**src/design/tbsi_pkg.sv**
```systemverilog
// Package for the time-to-byte seek index: status codes, register indexes,
// register reset values and the request type of the shared arithmetic unit.
// No dependencies.
`default_nettype none

package tbsi_pkg;

  localparam int StatusW = 3;
  localparam int CfgIdxW = 2;
  localparam int CfgW    = 16;
  localparam int SegOutW = 6;

  typedef enum logic [StatusW-1:0] {
    ST_APPENDED    = 3'd0,
    ST_NEW_SEGMENT = 3'd1,
    ST_DROPPED     = 3'd2,
    ST_FULL        = 3'd3,
    ST_FOUND       = 3'd4,
    ST_EXTRAP      = 3'd5,
    ST_NO_INDEX    = 3'd6
  } status_e;

  localparam logic [CfgIdxW-1:0] REG_RATIO_DEN   = 2'd0;
  localparam logic [CfgIdxW-1:0] REG_MIN_GAP     = 2'd1;
  localparam logic [CfgIdxW-1:0] REG_PACKET_SIZE = 2'd2;

  localparam logic [CfgW-1:0] RATIO_DEN_RESET   = 16'd100;
  localparam logic [CfgW-1:0] MIN_GAP_RESET     = 16'd3;
  localparam logic [CfgW-1:0] PACKET_SIZE_RESET = 16'd188;

  typedef enum logic {
    MDU_MUL = 1'b0,
    MDU_DIV = 1'b1
  } mdu_op_e;

  typedef struct packed {
    logic    start;
    mdu_op_e op;
  } mdu_req_t;

endpackage

`default_nettype wire

```
**src/design/tbsi_mdu.sv**
```systemverilog
// Shared bit-serial multiply/divide unit: 128x64 shift-add multiply or
// 64/64 restoring divide, one bit per cycle. Depends on tbsi_pkg.
`default_nettype none

module tbsi_mdu (
  input  wire logic               clk_i,
  input  wire logic               rst_ni,
  input  wire tbsi_pkg::mdu_req_t req_i,
  input  wire logic [127:0]       a_i,
  input  wire logic [63:0]        b_i,
  output logic                    done_o,
  output logic [191:0]            res_o
);

  logic                busy_q;
  logic [5:0]          cnt_q;
  logic                done_q;
  tbsi_pkg::mdu_op_e   op_q;
  logic [127:0]        a_q;
  logic [63:0]         b_q;
  logic [191:0]        acc_q;
  logic [191:0]        acc_d;
  logic [128:0]        mul_sum;
  logic [64:0]         div_r2;
  logic                div_ge;
  logic [64:0]         div_rem;

  // Multiply: the low word of the accumulator holds the multiplier and shifts
  // out one bit a cycle while the partial sum enters from the top.
  always_comb begin
    mul_sum = {1'b0, acc_q[191:64]} + (acc_q[0] ? {1'b0, a_q} : 129'd0);
    div_r2  = {acc_q[127:64], acc_q[63]};
    div_ge  = div_r2 >= {1'b0, b_q};
    div_rem = div_ge ? (div_r2 - {1'b0, b_q}) : div_r2;
    if (op_q == tbsi_pkg::MDU_MUL) begin
      acc_d = {mul_sum, acc_q[63:1]};
    end else begin
      acc_d = {64'd0, div_rem[63:0], acc_q[62:0], div_ge};
    end
  end

  always_ff @(posedge clk_i or negedge rst_ni) begin
    if (!rst_ni) begin
      busy_q <= 1'b0;
      cnt_q  <= '0;
      done_q <= 1'b0;
    end else begin
      done_q <= 1'b0;
      if (req_i.start) begin
        busy_q <= 1'b1;
        cnt_q  <= 6'd63;
      end else if (busy_q) begin
        cnt_q <= cnt_q - 6'd1;
        if (cnt_q == 6'd0) begin
          busy_q <= 1'b0;
          done_q <= 1'b1;
        end
      end
    end
  end

  always_ff @(posedge clk_i) begin
    if (req_i.start) begin
      op_q <= req_i.op;
      a_q  <= a_i;
      b_q  <= b_i;
      if (req_i.op == tbsi_pkg::MDU_MUL) begin
        acc_q <= {128'd0, b_i};
      end else begin
        acc_q <= {128'd0, a_i[63:0]};
      end
    end else if (busy_q) begin
      acc_q <= acc_d;
    end
  end

  assign done_o = done_q;
  assign res_o  = acc_q;

endmodule

`default_nettype wire
```
**config.mk**
```make
export PLATFORM = sky130hd
export DESIGN_NAME = tbsi_mdu
export DESIGN_NICKNAME = d
export VERILOG_FILES = /design/src/design/tbsi_pkg.sv /design/src/design/tbsi_mdu.sv
export SDC_FILE = /design/constraint.sdc
export NUM_CORES = 1
export LEC_CHECK = 0
export ABC_AREA = 0
export BUFFER_PORTS_ARGS = -buffer_cell sky130_fd_sc_hd__clkbuf_2
export CAP_MARGIN = 20
export CORE_MARGIN = 5
export CORE_UTILIZATION = 50
export CTS_BUF_LIST = sky130_fd_sc_hd__clkbuf_2
export DETAILED_ROUTE_END_ITERATION = 10
export GPL_TIMING_DRIVEN = 1
export HOLD_SLACK_MARGIN = 0.15
export PLACE_DENSITY = 0.71
export SLEW_MARGIN = 20
export SYNTH_ARGS = -nofsm -noshare
export SYNTH_HDL_FRONTEND = slang
export SYNTH_SLANG_ARGS = --single-unit
```
**constraint.sdc**
```tcl
create_clock -name clk_i -period 11.4 [get_ports clk_i]
set_input_delay 2.85 -clock clk_i [delete_from_list [all_inputs] [get_ports clk_i]]
set_output_delay 2.85 -clock clk_i [all_outputs]
set_load 0.02 [all_outputs]
```
# Word-level counts from Yosys, hierarchy flattened
# Cells that the tools add are included.
# classes
add_sub_neg	3
magnitude_cmp	1
muxes	14
reduce_logical	2
# op_table
op	count
two-way mux 192 bit	3
adder 128 x 128 -> 129 bit	1
two-way mux 128 bit	1
two-way mux 64 bit	2
>= comparator 65 x 64 -> 1 bit	1
subtractor 64 bit	1
two-way mux 6 bit	2
logical NOT 6 bit	1
two-way mux 1 bit	6
subtractor 6 x 1 -> 6 bit, second input constant	1
nonzero test 2 bit	1
# totals
reg_bits	393
in_bits	196
out_inout_bits	193
word_cells	27

# Longest topological paths before layout
# logic_depth
ltp_word	5
mapped_depth	16

# Worst setup path before layout
# No wires, ideal clock.
# synth_timing
kind	in2reg
startpoint	input req_i[1] in the netlist's numbering
endpoint	register acc_q[0] (netlist: res_o[0]), enable pin
setup_ns	0.544
arrival_ns	7.195
path_slack_ns	3.661
cell_stages	4
path_cell_list	clkbuf_1 clkbuf_1 nor2_1 inv_1
# synth_via
elab_chain_cells	1
# synth_rtl
item	line	text
start: declaration	tbsi_mdu.sv:8	input wire tbsi_pkg::mdu_req_t req_i,
nonzero test 2 bit (no source line)	-	
end signal: assignment	tbsi_mdu.sv:68	acc_q <= {128'd0, b_i};
end signal: assignment	tbsi_mdu.sv:70	acc_q <= {128'd0, a_i[63:0]};
end: declaration	tbsi_mdu.sv:21	logic [191:0] acc_q;
# Every way passes these cells.
# A chain may end at the register's enable or synchronous reset.

# Worst setup path after layout
# layout_timing
startpoint	register acc_q[0] (netlist: res_o[0])
endpoint	output res_o[0]
# layout_rtl
item	line	text
end: declaration	tbsi_mdu.sv:12	output logic [191:0] res_o
# No word-level cell between the ends.

==> out/summary.txt <==
die width -> 254 um
hold crit path type -> flip-flop to flip-flop
Cell variety after synth -> 99
Max Cap Viol -> 0
fin nets -> 3945
Startpoint Class -> flip-flop
pwr/cell area -> 184 mW/mm2
CP peak stage delay -> 0.39 ns
hold path start -> cnt_q[0]
largest net degree at the start of global routing -> 203
row count -> 89
nature of the critical path endpoint -> output pin
Tcrit/Tclk final -> 43.7%
Antenna Nets Post-Route -> 0
CP cell instances -> buf_4 > clkbuf_2
grt ovf -> 0
CTS buffer count -> 106
Total Routing Usage GR -> 29.0%
Layout area overhead -> 11.2%
net switching power -> 0.00276 W
number of global-route vias before repair -> 25500
die height -> 254 um
wire per inst -> 22.0 um
worst-case reg-to-reg path depth -> 14
GP Congestion -> 0.980
CTS Sinks -> 393
status -> finished, final reports clean
CTS Root Cell -> clkbuf_2
Clock Power Share -> 17.6%
f_max -> 201 MHz
share of cells above drive strength 1 -> 17.5%
clock buffer depth -> 3
first-pass detailed-route iteration total -> 6
Internal -> 0.00332 W
Post-CTS Resized -> 0
Post-CTS Repair Setup Buffers -> 0
Sw Share -> 45.4%
Net Count, Synth -> 3612
number of synthesized flops with an enable pin -> 385
clock transition at the registers of the reported paths -> 0.10 ns
Fin Setup TNS -> 0 ns
Post-Syn Instances -> 3220
Starting Density -> 50.3%
final setup vio count -> 0
first-pass GRT wire length -> 148000 um
CP arrival -> 2.13 ns
Detail Placement HPWL -> 74500 um
RSZ-0062 raised after global routing -> false
Slowest cell on crit path -> buf_4
flops & latches, synth -> 393
Final min period -> 4.98 ns
ys flop type -> edfxtp_1
worst-margin pin slew -> 1.18 ns
Async S/R FF share, synth -> 2.04%
vias -> 26800
Post-Route Skew -> 0.150 ns
Seq/Total Area, Yosys -> 39.7%
H-Tree Depth -> 3
final hold vios -> 0
Endpoint, Worst Hold -> cnt_q[0]
Static Leak -> 13.9 nW
VDD IR-drop max -> 0.0918 mV
combinational share of power -> 48.9%
DRC Markers -> 0
Worst slew margin -> 21.5%
I/O Buffers -> 388
Worst Path Required -> 8.55 ns
Critical Path Fanout Max -> 54
kind of critical path -> flip-flop to output pin
die area -> 0.0643 mm2
via/cell ratio -> 6.10
sequential fraction of design power -> 33.4%
core region area -> 0.0589 mm2
R2R Path End -> res_o[175]
Ys Warns -> 0
TritonCTS clock tree -> yes
clock latency on the worst-skew pair -> 1.24 ns
antenna violations before repair -> 4
fin. max-slew vios -> 0
R2R Path Start -> res_o[0]
Avg Cell Area, Syn -> 9.21 um2
cts hold-fix bufs -> 0
DR iter-0 viols -> 2344
setup ws final -> 6.42 ns
Hold Crit Depth -> 2
worst reg2reg setup slack -> 6.50 ns
I/O pins -> 389
Synth Cell Area -> 0.0296 mm2
dpl ws -> 5.32 ns
routed wire length -> 97000 um
[placed cells by master, fill, tap and decap left out, types with 18 or more instances in the layout]
master / count
nand4_1: 99
o31ai_1: 18
o21bai_1: 65
a21o_1: 76
a311oi_1: 27
edfxtp_1: 385
clkbuf_2: 539
xnor2_1: 111
mux2i_1: 84
o21ai_0: 153
inv_1: 142
o22ai_1: 21
or2_2: 20
nand3_1: 43
o21a_1: 42
ha_1: 194
nor2b_1: 73
a211oi_1: 78
clkinv_1: 21
nor3_1: 74
a21oi_1: 362
and2_1: 142
a31oi_1: 24
xor2_1: 43
nand2_1: 273
nor2_1: 213
[metal layers]
| layer | share of wire (%) | vias to the layer above | track usage [%] |
|---|---|---|---|
| met5 | 0.033 | - | 0 |
| met4 | 3.4 | 6 | 9.93 |
| met3 | 9.5 | 194 | 6.10 |
| met2 | 44 | 1286 | 44.3 |
| met1 | 43 | 12600 | 41.3 |
| li1 | - | 12700 | - |
[layout make-up]
type,count,area (um2)
Multi-Input combinational cell,2506,16600
Sequential cell,393,11800
Clock inverter,31,226
Inverter,143,544
Tap cell,773,967
Fill cell,5458,25900
Antenna cell,1,2.50
Timing Repair Buffer,403,2090
Clock buffer,153,766
[critical path: cells and delay by family (launching register included)]
kind / cells / cell delay [ns]
buf+inv: 2 / 0.65
flops: 1 / 0.35
[per-stage QoR]
stage	util (%)	std cells	power, W	hold WS (ns)	area, um2
floorplan	-	3220	0.00408	0.472	29600
global placement	54.3	4218	0.00496	0.489	32000
detailed placement	54.3	4218	0.00497	0.501	32000
CTS	56.0	4402	0.00605	0.524	33000
global route	56.0	4403	0.00645	0.573	33000
finish	56.0	4403	0.00608	0.529	33000
[synth_stat cells (65+ instances only)]
cell type	number	area (um2)
nor3_1	74	370
a21o_1	76	571
a211oi_1	78	586
clkbuf_1	134	503
nor2b_1	73	457
nand4_1	99	619
o21bai_1	65	488
a21oi_1	362	1810
inv_1	143	537
mux2i_1	84	841
o21ai_0	153	766
nand2_1	273	1020
ha_1	194	2430
nor2_1	213	800
and2_1	142	888
edfxtp_1	385	11600
xnor2_1	111	972
[power groups by stage]
| stage | sequential, W | combinational [W] | clock [W] |
|---|---|---|---|
| after floorplan | 0.00213 | 0.00196 | 0 |
| after global placement | 0.00206 | 0.00290 | 0 |
| after detailed placement | 0.00206 | 0.00291 | 0 |
| after CTS | 0.00203 | 0.00293 | 0.00110 |
| after global routing | 0.00205 | 0.00323 | 0.00118 |
| final | 0.00203 | 0.00298 | 0.00107 |
[flip-flops by register name, indices dropped and copies added (netlist names)]
signal,flops
res_o,192
busy_q,1
cnt_q,6
done_o,1
op_q,1
b_q,64
a_q,128
[cell families (layout without fill, tap and decap cells)]
kind of cell	Yosys count	in the layout	synth area share (%)
adder cells (fa/ha/maj)	196	196	8.32
flip-flops	393	393	39.7
buffers and inverters	321	730	4.28
XOR/XNOR	154	154	4.55
other	0	1	0
multiplexers	85	85	2.87
AO/OA/AOI/OAI	1033	1033	22.7
AND/OR/NAND/NOR	1038	1038	17.6
[worst max path at each step]
stage | start | end | slack, ns | depth (start not counted)
CTS | res_o[0] | res_o[0] | 6.28 | 2
finish | res_o[0] | res_o[0] | 6.42 | 2
global route | res_o[0] | res_o[0] | 6.28 | 2
floorplan | req_i[1] | res_o[0] | 3.66 | 4
global placement | req_i[1] | res_o[126] | 5.41 | 7
detailed placement | req_i[1] | res_o[126] | 5.32 | 7
Note: power is estimated with default switching activity, not from simulation.
